$ cat src/design/utf8_byte_stream_decoder_assert.svh
// Assertion macros for the UTF-8 byte stream decoder
`ifndef UTF8_BYTE_STREAM_DECODER_ASSERT_SVH
`define UTF8_BYTE_STREAM_DECODER_ASSERT_SVH

`ifndef NO_ASSERTIONS
`define UBSD_ASSERT(label, prop, msg) \
   label: assert property (@(posedge clock) disable iff (reset) prop) else $error(msg);
`define UBSD_ASSERT_ALWAYS(label, prop, msg) \
   label: assert property (@(posedge clock) prop) else $error(msg);
`else
`define UBSD_ASSERT(label, prop, msg)
`define UBSD_ASSERT_ALWAYS(label, prop, msg)
`endif

`endif

$ cat src/design/ubsd_pkg.sv
package ubsd_pkg;

   localparam int unsigned BYTE_W    = 8;
   localparam int unsigned CP_W      = 21;
   localparam int unsigned PEND_W    = 2;
   localparam int unsigned PAYLOAD_W = 6;

   localparam logic [BYTE_W-1:0] ASCII_LIMIT  = 8'h80;
   localparam logic [BYTE_W-1:0] LEAD2_MIN    = 8'hC2;
   localparam logic [BYTE_W-1:0] LEAD3_MIN    = 8'hE0;
   localparam logic [BYTE_W-1:0] LEAD4_MIN    = 8'hF0;
   localparam logic [BYTE_W-1:0] LEAD_LIMIT   = 8'hF5;
   localparam logic [BYTE_W-1:0] CONT_MASK    = 8'hC0;
   localparam logic [BYTE_W-1:0] CONT_TAG     = 8'h80;
   localparam logic [BYTE_W-1:0] LEAD2_MASK   = 8'h1F;
   localparam logic [BYTE_W-1:0] LEAD3_MASK   = 8'h0F;
   localparam logic [BYTE_W-1:0] LEAD4_MASK   = 8'h07;

   localparam logic [CP_W-1:0] CP_MAX       = 21'h10FFFF;
   localparam logic [CP_W-1:0] SURROGATE_LO = 21'h00D800;
   localparam logic [CP_W-1:0] SURROGATE_HI = 21'h00DFFF;

   localparam logic [PEND_W-1:0] PEND_IDLE  = 2'd0;
   localparam logic [PEND_W-1:0] PEND_ONE   = 2'd1;
   localparam logic [PEND_W-1:0] PEND_TWO   = 2'd2;
   localparam logic [PEND_W-1:0] PEND_THREE = 2'd3;

   typedef enum logic [1:0] {
      STATUS_OK  = 2'd0,
      STATUS_ERR = 2'd1,
      STATUS_END = 2'd2
   } status_type;

   typedef struct packed {
      logic [PEND_W-1:0] pending;
      logic [CP_W-1:0]   partial;
   } dec_state_type;

   typedef struct packed {
      logic              emit;
      logic [CP_W-1:0]   code_point;
      status_type        status;
   } dec_result_type;

endpackage

$ cat src/design/ubsd_step.sv
module ubsd_step
   import ubsd_pkg::*;
(
   input  dec_state_type     state_cur,
   input  logic [BYTE_W-1:0] byte_in,
   input  logic              stream_end,
   output dec_state_type     state_nxt,
   output dec_result_type    result
);

   logic [CP_W-1:0] accum;

   assign accum = {state_cur.partial[CP_W-PAYLOAD_W-1:0], byte_in[PAYLOAD_W-1:0]};

   always_comb begin
      state_nxt         = state_cur;
      result.emit       = 1'b0;
      result.code_point = '0;
      result.status     = STATUS_OK;
      priority if (stream_end) begin
         result.emit   = 1'b1;
         result.status = (state_cur.pending != PEND_IDLE) ? STATUS_ERR : STATUS_END;
         state_nxt     = '0;
      end else if (state_cur.pending == PEND_IDLE) begin
         priority if (byte_in < ASCII_LIMIT) begin
            result.emit       = 1'b1;
            result.code_point = CP_W'(byte_in);
         end else if (byte_in >= LEAD2_MIN && byte_in < LEAD3_MIN) begin
            state_nxt.pending = PEND_ONE;
            state_nxt.partial = CP_W'(byte_in & LEAD2_MASK);
         end else if (byte_in >= LEAD3_MIN && byte_in < LEAD4_MIN) begin
            state_nxt.pending = PEND_TWO;
            state_nxt.partial = CP_W'(byte_in & LEAD3_MASK);
         end else if (byte_in >= LEAD4_MIN && byte_in < LEAD_LIMIT) begin
            state_nxt.pending = PEND_THREE;
            state_nxt.partial = CP_W'(byte_in & LEAD4_MASK);
         end else begin
            result.emit   = 1'b1;
            result.status = STATUS_ERR;
            state_nxt     = '0;
         end
      end else if ((byte_in & CONT_MASK) != CONT_TAG) begin
         result.emit   = 1'b1;
         result.status = STATUS_ERR;
         state_nxt     = '0;
      end else if (state_cur.pending != PEND_ONE) begin
         state_nxt.pending = state_cur.pending - PEND_ONE;
         state_nxt.partial = accum;
      end else begin
         result.emit = 1'b1;
         state_nxt   = '0;
         if ((accum >= SURROGATE_LO && accum <= SURROGATE_HI) || accum > CP_MAX) begin
            result.status = STATUS_ERR;
         end else begin
            result.code_point = accum;
         end
      end
   end

endmodule

$ cat src/design/utf8_byte_stream_decoder.sv
// A byte accepted on req passes through the input register and the result register to rsp.
// One item per cycle unless rsp stalls; lead and middle bytes of sequences give no result.
// Stalls on rsp hold both the input and result registers; req_tready falls only then.
// Reset (synchronous, active high) empties both registers and returns the decoder to idle.
`include "utf8_byte_stream_decoder_assert.svh"

module utf8_byte_stream_decoder
   import ubsd_pkg::*;
(
   input  logic        clock,
   input  logic        reset,
   input  logic        req_tvalid,
   output logic        req_tready,
   input  logic [7:0]  req_tdata,   // [7:0] byte_in
   input  logic [0:0]  req_tuser,   // [0] stream_end
   output logic        rsp_tvalid,
   input  logic        rsp_tready,
   output logic [23:0] rsp_tdata,   // [20:0] code_point, [23:21] zero
   output logic [1:0]  rsp_tuser    // [1:0] status
);

   logic              in_valid_ff, in_valid_in;
   logic [BYTE_W-1:0] in_byte_ff;
   logic              in_end_ff;
   dec_state_type     state_ff, state_in;
   logic              out_valid_ff, out_valid_in;
   logic [CP_W-1:0]   out_cp_ff;
   status_type        out_status_ff;
   dec_result_type    step_result;
   logic              advance;
   logic              req_take;

   assign advance  = in_valid_ff && (!out_valid_ff || rsp_tready);
   assign req_tready = !in_valid_ff || advance;
   assign req_take = req_tvalid && req_tready;

   ubsd_step u_step (
      .state_cur  (state_ff),
      .byte_in    (in_byte_ff),
      .stream_end (in_end_ff),
      .state_nxt  (state_in),
      .result     (step_result)
   );

   always_comb begin
      in_valid_in = in_valid_ff;
      if (req_take) begin
         in_valid_in = 1'b1;
      end else if (advance) begin
         in_valid_in = 1'b0;
      end
      out_valid_in = out_valid_ff;
      if (advance && step_result.emit) begin
         out_valid_in = 1'b1;
      end else if (rsp_tready) begin
         out_valid_in = 1'b0;
      end
   end

   always_ff @(posedge clock) begin
      if (reset) begin
         in_valid_ff  <= 1'b0;
         out_valid_ff <= 1'b0;
         state_ff     <= '0;
      end else begin
         in_valid_ff  <= in_valid_in;
         out_valid_ff <= out_valid_in;
         if (advance) begin
            state_ff <= state_in;
         end
      end
   end

   always_ff @(posedge clock) begin
      if (req_take) begin
         in_byte_ff <= req_tdata;
         in_end_ff  <= req_tuser[0];
      end
      if (advance && step_result.emit) begin
         out_cp_ff     <= step_result.code_point;
         out_status_ff <= step_result.status;
      end
   end

   assign rsp_tvalid = out_valid_ff;
   assign rsp_tdata  = {3'b000, out_cp_ff};
   assign rsp_tuser  = out_status_ff;

   `UBSD_ASSERT(a_fail_cp_zero, rsp_tvalid && rsp_tuser != STATUS_OK |-> rsp_tdata[20:0] == '0, "error or end item carries a non-zero code point")
   `UBSD_ASSERT(a_cp_scalar, rsp_tvalid && rsp_tuser == STATUS_OK |-> rsp_tdata[20:0] <= CP_MAX && (rsp_tdata[20:0] < SURROGATE_LO || rsp_tdata[20:0] > SURROGATE_HI), "decoded code point is not a scalar value")
   `UBSD_ASSERT(a_status_code, rsp_tvalid |-> rsp_tuser <= STATUS_END, "undefined status on rsp")
   `UBSD_ASSERT(a_partial_narrow, state_ff.pending != PEND_IDLE |-> state_ff.partial[CP_W-1:CP_W-PAYLOAD_W] == '0, "partial value too wide for pending count")
   `UBSD_ASSERT_ALWAYS(a_reset_idle, $past(reset) |-> state_ff.pending == PEND_IDLE && !rsp_tvalid, "decoder not idle after reset")

endmodule

$ cat config.mk
export PLATFORM = sky130hd
export DESIGN_NAME = utf8_byte_stream_decoder
export DESIGN_NICKNAME = d
export VERILOG_FILES = /design/src/design/ubsd_pkg.sv /design/src/design/ubsd_step.sv /design/src/design/utf8_byte_stream_decoder.sv
export VERILOG_INCLUDE_DIRS = /design/src /design/src/design
export SDC_FILE = /design/constraint.sdc
export NUM_CORES = 1
export LEC_CHECK = 0
export ABC_AREA = 0
export BUFFER_PORTS_ARGS = -buffer_cell sky130_fd_sc_hd__buf_2
export CORE_MARGIN = 4
export CORE_UTILIZATION = 54
export CTS_BUF_LIST = sky130_fd_sc_hd__clkbuf_16
export DETAILED_ROUTE_END_ITERATION = 8
export GPL_ROUTABILITY_DRIVEN = 1
export PLACE_DENSITY = 0.85
export SYNTH_ARGS = -nofsm -noshare
export SYNTH_HDL_FRONTEND = slang
export SYNTH_SLANG_ARGS = --single-unit
$ cat constraint.sdc
create_clock -name clock -period 2.7 [get_ports clock]
set_clock_uncertainty 0.05 [all_clocks]
set_input_delay 0.405 -clock clock [delete_from_list [all_inputs] [get_ports clock]]
set_output_delay 0.405 -clock clock [all_outputs]
set_load 0.05 [all_outputs]
Word level (Yosys, flattened, before mapping) --
Cells that the tools add are included.
Storage, ports and cells: register bits 51, input port bits 13, output and inout port bits 28, word-level logic and storage cells 70
Cells by class: add/sub/neg operators 1, magnitude comparators 10, equal/unequal tests 3, mux-type cells 31, reduce and logical (&&, ||, !) cells 17
Operators with widths (number):
- 23-bit two-way mux | 8
- 24-bit two-way mux | 2
- 21-bit two-way mux | 2
- 8-bit < comparator (second input constant) | 4
- 8-bit >= comparator (second input constant) | 3
- 21-bit by 16-bit >= comparator with 1-bit output (second input constant) | 1
- 21-bit > comparator (second input constant) | 1
- 21-bit by 16-bit less-or-equal comparator with 1-bit output (second input constant) | 1
- 1-bit two-way mux | 12
- 2-bit two-way mux | 6
- 8-bit two-way mux | 1
- 1-bit logical AND | 7
- 2-bit nonzero test | 3
- 1-bit logical OR | 3
- 3-bit != test (second input constant) | 1
- 1-bit zero test | 2
- 2-bit zero test | 1
- 2-bit by 1-bit != test with 1-bit output (second input constant) | 1
- 2-bit != test (second input constant) | 1
- 2-bit AND reduction | 1
- 2-bit by 1-bit subtractor with 2-bit output (second input constant) | 1

Logic depth before layout (Yosys ltp) --
Gate-level depths: netlist of run 1.
depth after elaboration 10, depth in mapped cells 8, depth with buffers taken out 6

By module --
Synthesis of run 1 repeated with hierarchy kept, for this count alone.
Unflattened totals: cell total of the unflattened synthesis 284, area total of the unflattened synthesis 2960.3 um^2
By module, submodules not included:
- utf8_byte_stream_decoder | times used 1, cells each 148, area an instance 2134.5 um^2, seq. area each 1461.4 um^2
- ubsd_step | times used 1, cells each 136, area an instance 825.8 um^2, seq. area each 0.0 um^2

Worst setup path before layout of run 1 --
No wires, ideal clock.
kind register to register, from register in_byte_ff[1], to register out_cp_ff[0], enable pin, library setup time 0.378 ns, arrival time 1.721 ns, data required time 2.272 ns, path slack 0.551 ns, cell stages (with the launch flop) 5, path buffers 0, period minus slack after synthesis 2.149 ns, cell sequence edfxtp_1 > nor3_1 > nor3b_1 > o31a_1 > o211a_1
On the way: cells in the longest elaborated chain, start to end 9, elaborated cells on any way between the ends 17, those cells by class order compare: 7; mux: 6; reduce/logical: 4
Ends and longest elaborated chain:
- start: declaration | RTL line utf8_byte_stream_decoder.sv:23 | logic [BYTE_W-1:0] in_byte_ff;
- start signal: assignment | RTL line utf8_byte_stream_decoder.sv:76 | in_byte_ff <= req_tdata;
- 8-bit >= comparator / 8-bit < comparator (equally long branches) | RTL line ubsd_step.sv:34 | end else if (byte_in >= LEAD4_MIN && byte_in < LEAD_LIMIT) begin
- 1-bit logical AND | RTL line ubsd_step.sv:34
- 1-bit two-way mux | RTL line ubsd_step.sv:34
- 1-bit two-way mux | RTL line ubsd_step.sv:31 | end else if (byte_in >= LEAD3_MIN && byte_in < LEAD4_MIN) begin
- 1-bit two-way mux | RTL line ubsd_step.sv:28 | end else if (byte_in >= LEAD2_MIN && byte_in < LEAD3_MIN) begin
- 1-bit two-way mux * | RTL line ubsd_step.sv:25 | priority if (byte_in < ASCII_LIMIT) begin
- 24-bit two-way mux * | RTL line ubsd_step.sv:24 | end else if (state_cur.pending == PEND_IDLE) begin
- 1-bit two-way mux * | RTL line ubsd_step.sv:20 | priority if (stream_end) begin
- 1-bit logical AND * | RTL line utf8_byte_stream_decoder.sv:79 | if (advance && step_result.emit) begin
- end signal: assignment | RTL line utf8_byte_stream_decoder.sv:80 | out_cp_ff <= step_result.code_point;
- end: declaration | RTL line utf8_byte_stream_decoder.sv:27 | logic [CP_W-1:0] out_cp_ff;
Every way passes the cells marked *; elsewhere a longest branch is shown, timed or not. A chain may end at the register's enable or synchronous reset.

Final worst setup path of run 1 --
from register state_ff[21] in the netlist's numbering, to register state_ff[3] in the netlist's numbering
On the way: cells in the longest elaborated chain, start to end 5, elaborated cells on any way between the ends 8, those cells by class eq/ne: 2; mux: 4; reduce/logical: 2
Ends and longest elaborated chain:
- start: declaration | RTL line utf8_byte_stream_decoder.sv:25 | dec_state_type state_ff, state_in;
- start signal: assignment | RTL line utf8_byte_stream_decoder.sv:69 | state_ff <= state_in;
- 2-bit by 1-bit != test with 1-bit output | RTL line ubsd_step.sv:46 | end else if (state_cur.pending != PEND_ONE) begin
- 23-bit two-way mux | RTL line ubsd_step.sv:46
- 23-bit two-way mux | RTL line ubsd_step.sv:42 | end else if ((byte_in & CONT_MASK) != CONT_TAG) begin
- 23-bit two-way mux | RTL line ubsd_step.sv:24
- 23-bit two-way mux | RTL line ubsd_step.sv:20
Several ways; a longest one is shown, not always the timed one.

==> impl_metrics.tcl, run 1 <==
set metrics [dict create \
    p_int_mw 1.24 \
    io_pins 41 \
    tritoncts "yes" \
    period_share_pct 87.7 \
    drtPass1Iterations 4 \
    crit_fanout 15 \
    wire_per_inst_microns 15.4 \
    p_leak_nw 0.958 \
    ys_seq_area_share_pct 61.2 \
    synth.distinct_cells 43 \
    sw_frac_of_total_pct 25.0 \
    dr_wl_met2_microns 2170 \
    hold_viol 0 \
    wirelength_microns 4240 \
    die_y_microns 71.7 \
    yosysTopAreaCellShare_pct 43.8 \
    post-route-min-period_ns 2.37 \
    dr_wl_met3_microns 262 \
    gr-usage-all-layers_pct 18.0 \
    rr_worst_depth 6 \
    ant_nets 0 \
    reg2reg_to "state_ff[3]$_SDFFE_PP0P_" \
    cp_data_required_time_ns 2.83 \
    hold_slack_ns 0.238 \
    yosys_warnings 0 \
    synth_flop_cell "edfxtp_1" \
    fin_area_sq_mm 0.00255 \
    total_power_mw 1.65 \
    start_util_pct 57.7 \
    layout-drive-gt1-share_pct 23.7 \
    reg2reg_slack_ns 0.33 \
    clk_pin_slew_ns 0.06 \
    rsz0062_at_grt "no" \
    cp_data_arrival_time_ns 2.50 \
    register_area_sq_mm 0.00134 \
    clkLatencyLatePin_ns 0.29 \
    setup_viol 0 \
    finalNonFillerCells 276 \
    fin_ws_ns 0.332 \
    multi_input_area_sq_um 768 \
    placed_cells 268 \
    cap_violations 0 \
    setup.worst_path.class "reg2reg" \
    grt_pass1_wl_microns 7020 \
    crit_path_start "state_ff[21]$_SDFFE_PP0P_" \
    fill_cells 285 \
    grt_max_degree 27 \
    die_w_microns 71.7 \
    crit_path_start_kind "flip-flop" \
    io_buffers 37 \
    end_kind "flip-flop" \
    pre_cts_ws_ns 0.410 \
    rows 22 \
    timing.fmax_mhz 422 \
    ys_async_sr_fraction_pct 0 \
    cts_buffer_depth 2 \
    dieArea_sq_mm 0.00514 \
    synth-seq-cells 51 \
    final_util_pct 67.2 \
    met1_length_microns 1720 \
    drv_slew 0 \
    post-synth-top-area-cell "edfxtp_1" \
    area_growth_syn_to_layout_pct 16.4 \
    ir_drop_uv 432 \
    netlist_instances 190 \
    place_area_sq_mm 0.00241 \
    endpoint "state_ff[3]$_SDFFE_PP0P_" \
    synth_top_cells_by_area "edfxtp_1 44%, dfxtp_1 17%, and2_1 6.6%, a21oi_1 3.0%, nand2_1 2.6%" \
    nets 242 \
    top_layer_used "met4" \
    antenna_found_initial 0 \
    cts_setup_buffers 0 \
    dpl.hpwl_microns 2750 \
    diodes 0 \
    p_clk_share_pct 37.1 \
    cts-root-buf "clkbuf_16" \
    power.density_mw_per_mm2 646 \
    synth_edf_count 32 \
    drt_iter0_drc 63 \
    vias 1533 \
    grt-ovfl-total 0 \
    grt_pass1_vias 1435 \
    combPwrFrac_pct 9.9 \
    min_delay_path_depth 1 \
    seqPwrFrac_pct 53.0 \
    r2r_start "state_ff[21]$_SDFFE_PP0P_" \
    switchingPower_uw 411 \
    cts_inserted_buffers 5 \
    cts-htree-levels 2 \
    clkSinkCount 51 \
    synth_area_per_cell_sq_um 11.5 \
    gp_congestion 0.845 \
    cts_hold_buf 0 \
    via_per_inst 5.55 \
    syn_area_sq_mm 0.00219 \
    status "finished, final reports clean" \
    fin_tns_setup_ns 0 \
    coreArea_sq_mm 0.00380 \
    drc 0 \
    hold_class "in2reg" \
    cts-resized-gates 0 \
]
## synth_stat cells (4+ instances only)
cell      number
edfxtp_1      32
and2_1        23
dfxtp_1       19
nand2_1       15
a21oi_1       13
nand3_1       11
inv_1          8
clkbuf_1       6
nor2_1         6
o41ai_1        5
nand2b_1       4
nand3b_1       4
nor3_1         4
## state kept, by name (all words and copies together) (netlist names)
name,count
in_byte_ff,8
in_end_ff,1
in_valid_ff,1
out_cp_ff,21
rsp_tuser,2
rsp_tvalid,1
state_ff,17
## critical path: stages, from the launching register on
cell	delay (ns)
dfxtp_1	0.36
inv_1	0.09
ha_1	0.37
or3b_1	0.32
and3_1	0.50
nand2_1	0.21
o41ai_1	0.35
## worst min-delay path by stage
stage | start | endpoint | slack (ns)
4_1_cts | req_tdata[6] | in_byte_ff[6]$_DFFE_PP_ | 0.24
6_report | req_tdata[6] | in_byte_ff[6]$_DFFE_PP_ | 0.24
2_1_floorplan | state_ff[9]$_SDFFE_PP0P_ | state_ff[9]$_SDFFE_PP0P_ | 0.39
3_3_place_gp | state_ff[9]$_SDFFE_PP0P_ | state_ff[9]$_SDFFE_PP0P_ | 0.41
3_5_place_dp | state_ff[4]$_SDFFE_PP0P_ | state_ff[4]$_SDFFE_PP0P_ | 0.42
5_1_grt | req_tdata[2] | in_byte_ff[2]$_DFFE_PP_ | 0.23
## cell usage in the layout, fill, tap and decap left out, types with 3 or more instances in the layout
cell,Yosys,routed
edfxtp_1,32,32
conb_1,1,3
nor2_1,6,6
inv_1,8,8
and2_1,23,23
o31a_1,3,3
nor3_1,4,4
dfxtp_1,19,19
nand2b_1,4,4
nand3_1,11,11
buf_2,3,37
o41ai_1,5,5
a21oi_1,13,13
nand2_1,15,15
buf_4,3,3
clkbuf_16,0,5
nand3b_1,4,4
## power by group through the flow
stage | clock (mW) | sequential (mW) | combinational [mW]
floorplan | 0 | 0.943 | 0.0706
global placement | 0 | 0.887 | 0.159
detailed placement | 0 | 0.889 | 0.162
CTS | 0.621 | 0.873 | 0.164
global route | 0.648 | 0.876 | 0.175
finish | 0.612 | 0.873 | 0.163
## layer usage
layer | global-route usage [%] | vias to the layer above
met1 | 22.1 | 710
met4 | 8.35 | 0
met3 | 3.23 | 9
li1 | - | 761
met2 | 30.7 | 53
met5 | 0 | -
## kinds of logic after synthesis
| family | synth area share [%] |
|---|---|
| adder cells (fa/ha/maj) | 1.14 |
| flip-flops | 61.2 |
| other | 0.171 |
| AO/OA/AOI/OAI | 13.2 |
| buffers and inverters | 4.11 |
| AND/OR/NAND/NOR | 20.2 |
## cell type report
type                            instances  share of cell area (%)
Timing Repair Buffer                   40                    8.14
Inverter                                8                    1.18
Clock inverter                          3                   0.784
Tap cell                               48                    2.35
Clock buffer                            5                    4.90
Sequential cell                        51                    52.5
Multi-Input combinational cell        121                    30.1
(Power assumes the default switching activity.)
==> run 2: changes to the inputs <==
--- a/config.mk
+++ b/config.mk
@@ -13,6 +13,7 @@
 export CTS_BUF_LIST = sky130_fd_sc_hd__clkbuf_16
 export DETAILED_ROUTE_END_ITERATION = 8
 export GPL_ROUTABILITY_DRIVEN = 1
+export HOLD_SLACK_MARGIN = 0.15
 export PLACE_DENSITY = 0.85
 export SYNTH_ARGS = -nofsm -noshare
 export SYNTH_HDL_FRONTEND = slang
==> constraint.sdc (replaced) <==
create_clock -name clock -period 2.7 [get_ports clock]
set_clock_uncertainty 0.05 [all_clocks]
set_input_delay 0.27 -clock clock [delete_from_list [all_inputs] [get_ports clock]]
set_output_delay 0.27 -clock clock [all_outputs]
set_load 0.05 [all_outputs]
==> run 2 against run 1 <==
  * Wire length grew 5.8%
  * Worst setup slack gained 0.021 ns
  * Clock-buffer cell count is the same
  * Design area grew 3.5%
  * Core utilization grew 2.4 points
  * Critical path depth is the same
  * Worst hold slack lost 0.076 ns
  * Combinational power grew 7%
  * Sequential power is essentially flat
  * Register-to-register slack gained 0.02 ns
  * Critical path type unchanged
  * Largest cell class unchanged
==> impl_metrics.tcl, run 2 (same netlist as run 1, synthesis figures left out) <==
set metrics [dict create \
    start_util_pct 57.7 \
    die_y_microns 71.7 \
    ant_nets 0 \
    ir_drop_uv 443 \
    cts_buffer_depth 2 \
    final_util_pct 69.6 \
    hold_class "in2reg" \
    reg_top3 "out_cp_ff x21, state_ff x17, in_byte_ff x8" \
    register_area_sq_mm 0.00134 \
    p_int_mw 1.25 \
    setup.worst_path.class "reg2reg" \
    sw_frac_of_total_pct 25.1 \
    post-route-min-period_ns 2.35 \
    dieArea_sq_mm 0.00514 \
    fin_tns_setup_ns 0 \
    reg2reg_slack_ns 0.35 \
    coreArea_sq_mm 0.00380 \
    layout-drive-gt1-share_pct 22.8 \
    reg2reg_to "state_ff[3]$_SDFFE_PP0P_" \
    clk_pin_slew_ns 0.06 \
    cts-htree-levels 2 \
    wirelength_microns 4490 \
    period_share_pct 86.9 \
    end_kind "flip-flop" \
    fill_cells 274 \
    drc 0 \
    die_w_microns 71.7 \
    multi_input_area_sq_um 768 \
    grt_max_degree 27 \
    setup_viol 0 \
    cts-root-buf "clkbuf_16" \
    power.density_mw_per_mm2 629 \
    regMostFlops "out_cp_ff" \
    final_common_cell "buf_2" \
    io_buffers 37 \
    r2r_start "state_ff[21]$_SDFFE_PP0P_" \
    combPwrFrac_pct 10.5 \
    gr-usage-all-layers_pct 19.0 \
    clkLatencyLatePin_ns 0.29 \
    status "finished, final reports clean" \
    crit_path_start_kind "flip-flop" \
    rows 22 \
    grt_pass1_vias 1503 \
    clkSinkCount 51 \
    layout_common_cells "37 x buf_2, 32 x edfxtp_1, 23 x and2_1" \
    vias 1597 \
    nets 251 \
    largest_reg_flops 21 \
    tritoncts "yes" \
    grt-ovfl-total 0 \
    io_pins 41 \
    wire_per_inst_microns 15.8 \
    crit_fanout 15 \
    drtPass1Iterations 5 \
    pre_cts_ws_ns 0.410 \
    holdPathEnd "in_valid_ff$_SDFFE_PP0P_" \
    min-delay-start "req_tvalid" \
    min_delay_path_depth 3 \
    cp_data_arrival_time_ns 2.48 \
    seqPwrFrac_pct 52.5 \
    fin_ws_ns 0.353 \
    p_clk_share_pct 37.0 \
    cts_setup_buffers 0 \
    cp_data_required_time_ns 2.83 \
    total_power_mw 1.66 \
    timing.fmax_mhz 426 \
    gp_congestion 0.845 \
    diodes 0 \
    drv_slew 0 \
    rr_worst_depth 6 \
    area_growth_syn_to_layout_pct 20.5 \
    switchingPower_uw 418 \
    cts_inserted_buffers 5 \
    dpl.hpwl_microns 2750 \
    p_leak_nw 0.995 \
    grt_pass1_wl_microns 7400 \
    via_per_inst 5.60 \
    cap_violations 0 \
    hold_viol 0 \
    rsz0062_at_grt "no" \
    drt_iter0_drc 91 \
    antenna_found_initial 0 \
]
[run 2: changes by cell type in the layout (fill, tap and decap cells not counted), sizes merged]
cell	before	now
dlygate4sd3	0	9
[run 2: worst max-delay path by stage]
stage,startpoint,cells past startpoint,endpoint,slack [ns]
floorplan,in_byte_ff[1]$_DFFE_PP_,4,out_cp_ff[0]$_SDFFCE_PP0P_,0.55
global placement,state_ff[21]$_SDFFE_PP0P_,6,state_ff[3]$_SDFFE_PP0P_,0.57
detailed placement,state_ff[21]$_SDFFE_PP0P_,6,state_ff[3]$_SDFFE_PP0P_,0.41
CTS,state_ff[21]$_SDFFE_PP0P_,6,state_ff[3]$_SDFFE_PP0P_,0.37
global route,state_ff[21]$_SDFFE_PP0P_,6,state_ff[3]$_SDFFE_PP0P_,0.19
finish,state_ff[21]$_SDFFE_PP0P_,6,state_ff[3]$_SDFFE_PP0P_,0.35
[run 2: per-stage QoR]
| stage | cells | hold WS [ns] | area (sq um) |
|---|---|---|---|
| floorplan | 192 | 0.319 | 2200 |
| global placement | 268 | 0.396 | 2410 |
| detailed placement | 268 | 0.398 | 2410 |
| CTS | 285 | 0.166 | 2640 |
| global route | 285 | 0.178 | 2640 |
| finish | 285 | 0.162 | 2640 |
[run 2: layout make-up]
| class | instances | area share [%] |
|---|---|---|
| clock buffers | 5 | 4.73 |
| clock inverters | 3 | 0.758 |
| inverters | 8 | 1.14 |
| multi-input cells | 121 | 29.1 |
| flip-flops and latches | 51 | 50.8 |
| well taps | 48 | 2.27 |
| repair buffers | 49 | 11.3 |
[run 2: critical path, stage by stage (launching register included)]
cell     delay, ns
dfxtp_1       0.36
inv_1         0.09
ha_1          0.36
or3b_1        0.32
and3_1        0.49
nand2_1       0.22
o41ai_1       0.34
[run 2: power by group through the flow]
stage          registers (mW)  logic, mW  clock network, mW
2_1_floorplan           0.943     0.0706                  0
3_3_place_gp            0.887      0.159                  0
3_5_place_dp            0.889      0.162                  0
4_1_cts                 0.873      0.173              0.621
5_1_grt                 0.876      0.187              0.647
6_report                0.873      0.175              0.615
[run 2: routing by layer]
layer | part of all wire, % | vias to the layer above | wire length (microns) | track usage, %
li1 | - | 782 | - | -
met5 | 0 | - | 0 | 0
met4 | 2.0 | 0 | 92 | 7.52
met2 | 51 | 65 | 2310 | 33.4
met3 | 6.2 | 9 | 277 | 3.09
met1 | 40 | 741 | 1810 | 23.0
[run 2: what timing repair did]
item	4_1_cts	5_1_grt
endpoints found under the hold margin	9	0
hold buffers	9	0
endpoints found under the setup margin	0	0
resized for setup	0	0
==> run 3: changes to the inputs <==
--- a/config.mk
+++ b/config.mk
@@ -15,6 +15,7 @@
 export GPL_ROUTABILITY_DRIVEN = 1
 export HOLD_SLACK_MARGIN = 0.15
 export PLACE_DENSITY = 0.85
+export RECOVER_POWER = 25
 export SYNTH_ARGS = -nofsm -noshare
 export SYNTH_HDL_FRONTEND = slang
 export SYNTH_SLANG_ARGS = --single-unit
==> run 3 against run 2 <==
  * Worst hold slack about the same
  * Non-clock buffer count unchanged
  * Combinational power about the same
  * Global-route usage is the same
  * Total power decreased by 0.18%
  * Sequential power about the same
  * Sequential cell count stayed put
  * Critical endpoint unchanged
  * Largest cell class unchanged
==> impl_metrics.tcl, run 3 (same netlist as run 1, synthesis figures left out) <==
set metrics [dict create \
    reg_top3 "out_cp_ff x21, state_ff x17, in_byte_ff x8" \
    relSlewSlack_pct 59.9 \
    final_util_pct 69.0 \
    area_growth_syn_to_layout_pct 19.5 \
    wirelength_microns 4500 \
    dpl.hpwl_microns 2750 \
    tritoncts "yes" \
    coreArea_sq_mm 0.00380 \
    drt_iter0_drc 91 \
    diodes 0 \
    fill_cells 277 \
    drtPass1Iterations 4 \
    final_common_cell "edfxtp_1" \
    via_per_inst 5.60 \
    reg2reg_to "state_ff[3]$_SDFFE_PP0P_" \
    cts_setup_buffers 0 \
    hold_class "in2reg" \
    antenna_found_initial 0 \
    min-delay-start "req_tvalid" \
    die_y_microns 71.7 \
    p_leak_nw 0.943 \
    status "finished, final reports clean" \
    layout-drive-gt1-share_pct 15.2 \
    grt_pass1_wl_microns 7400 \
    period_share_pct 86.9 \
    cp_data_arrival_time_ns 2.48 \
    crit_path_start_kind "flip-flop" \
    timing.fmax_mhz 426 \
    rows 22 \
    layout_common_cells "32 x edfxtp_1, 23 x and2_1, 19 x dfxtp_1, 19 x buf_2, 18 x clkbuf_1" \
    vias 1596 \
    io_pins 41 \
    cp_data_required_time_ns 2.83 \
    grt_pass1_vias 1503 \
    largest_reg_flops 21 \
    gr-usage-all-layers_pct 19.0 \
    grt_max_degree 27 \
    pre_cts_ws_ns 0.410 \
    total_power_mw 1.66 \
    die_w_microns 71.7 \
    clkLatencyLatePin_ns 0.29 \
    crit_fanout 15 \
    hold_slack_ns 0.162 \
    end_kind "flip-flop" \
    io_buffers 37 \
    cts_buffer_depth 2 \
    cts_inserted_buffers 5 \
    start_util_pct 57.7 \
    cts-root-buf "clkbuf_16" \
    cts-htree-levels 2 \
    drv_slew 0 \
    rr_worst_depth 6 \
    reg2reg_slack_ns 0.35 \
    ir_drop_uv 443 \
    setup.worst_path.class "reg2reg" \
    regMostFlops "out_cp_ff" \
    clk_pin_slew_ns 0.06 \
    worstMarginPinSlew_ns 0.605 \
    ant_nets 0 \
    power.density_mw_per_mm2 633 \
    r2r_start "state_ff[21]$_SDFFE_PP0P_" \
    wire_per_inst_microns 15.8 \
    gp_congestion 0.845 \
    nets 251 \
    cap_violations 0 \
    fin_ws_ns 0.355 \
    min_delay_path_depth 3 \
    drc 0 \
    setup_viol 0 \
    fin_tns_setup_ns 0 \
    post-route-min-period_ns 2.35 \
    clkSinkCount 51 \
    dieArea_sq_mm 0.00514 \
    grt-ovfl-total 0 \
    holdPathEnd "in_valid_ff$_SDFFE_PP0P_" \
    hold_viol 0 \
    rsz0062_at_grt "no" \
]
[run 3: area by class of cell]
cell class / instances / area [sq um] / share of cell area, %
flip-flops and latches: 51 / 1340 / 51.2
well taps: 48 / 60.1 / 2.29
inverters: 8 / 30.0 / 1.15
multi-input cells: 121 / 768 / 29.3
clock buffers: 5 / 125 / 4.78
repair buffers: 49 / 275 / 10.5
clock inverters: 3 / 20.0 / 0.764
[run 3: worst max-delay path, stage by stage, from the launching register on]
cell and delay [ns]:
dfxtp_1 0.36, inv_1 0.09, ha_1 0.36, or3b_1 0.32, and3_1 0.49, nand2_1 0.22
o41ai_1 0.35
[run 3: timing repair]
action | 4_1_cts | 5_1_grt
hold buffers | 9 | 0
hold endpoints to repair | 9 | 0
gates resized for setup | 0 | 0
setup endpoints to repair | 0 | 0
[run 3: power breakdown]
group | leakage, nW | switching, mW | total, mW | internal [mW]
clock network | 0.0658 | 0.273 | 0.615 | 0.341
registers | 0.461 | 0.0169 | 0.873 | 0.856
logic | 0.416 | 0.128 | 0.172 | 0.0439
total | 0.943 | 0.418 | 1.66 | 1.24
[run 3: worst max path at each step]
stage / from / endpoint / slack [ns] / cells past startpoint
CTS: state_ff[21]$_SDFFE_PP0P_ / state_ff[3]$_SDFFE_PP0P_ / 0.37 / 6
global placement: state_ff[21]$_SDFFE_PP0P_ / state_ff[3]$_SDFFE_PP0P_ / 0.57 / 6
global route: state_ff[21]$_SDFFE_PP0P_ / state_ff[3]$_SDFFE_PP0P_ / 0.19 / 6
detailed placement: state_ff[21]$_SDFFE_PP0P_ / state_ff[3]$_SDFFE_PP0P_ / 0.41 / 6
finish: state_ff[21]$_SDFFE_PP0P_ / state_ff[3]$_SDFFE_PP0P_ / 0.35 / 6
floorplan: in_byte_ff[1]$_DFFE_PP_ / out_cp_ff[0]$_SDFFCE_PP0P_ / 0.55 / 4
[run 3: routing by layer]
metal,track usage (%),vias up,wire (microns)
met5,0,-,0
met4,7.52,0,91
met3,3.09,9,295
met2,33.4,67,2300
met1,23.0,737,1810
li1,-,783,-
[run 3: metrics by stage]
step,cell area [sq um],std cells
2_1_floorplan,2200,192
3_3_place_gp,2410,268
3_5_place_dp,2410,268
4_1_cts,2640,285
5_1_grt,2620,285
6_report,2620,285
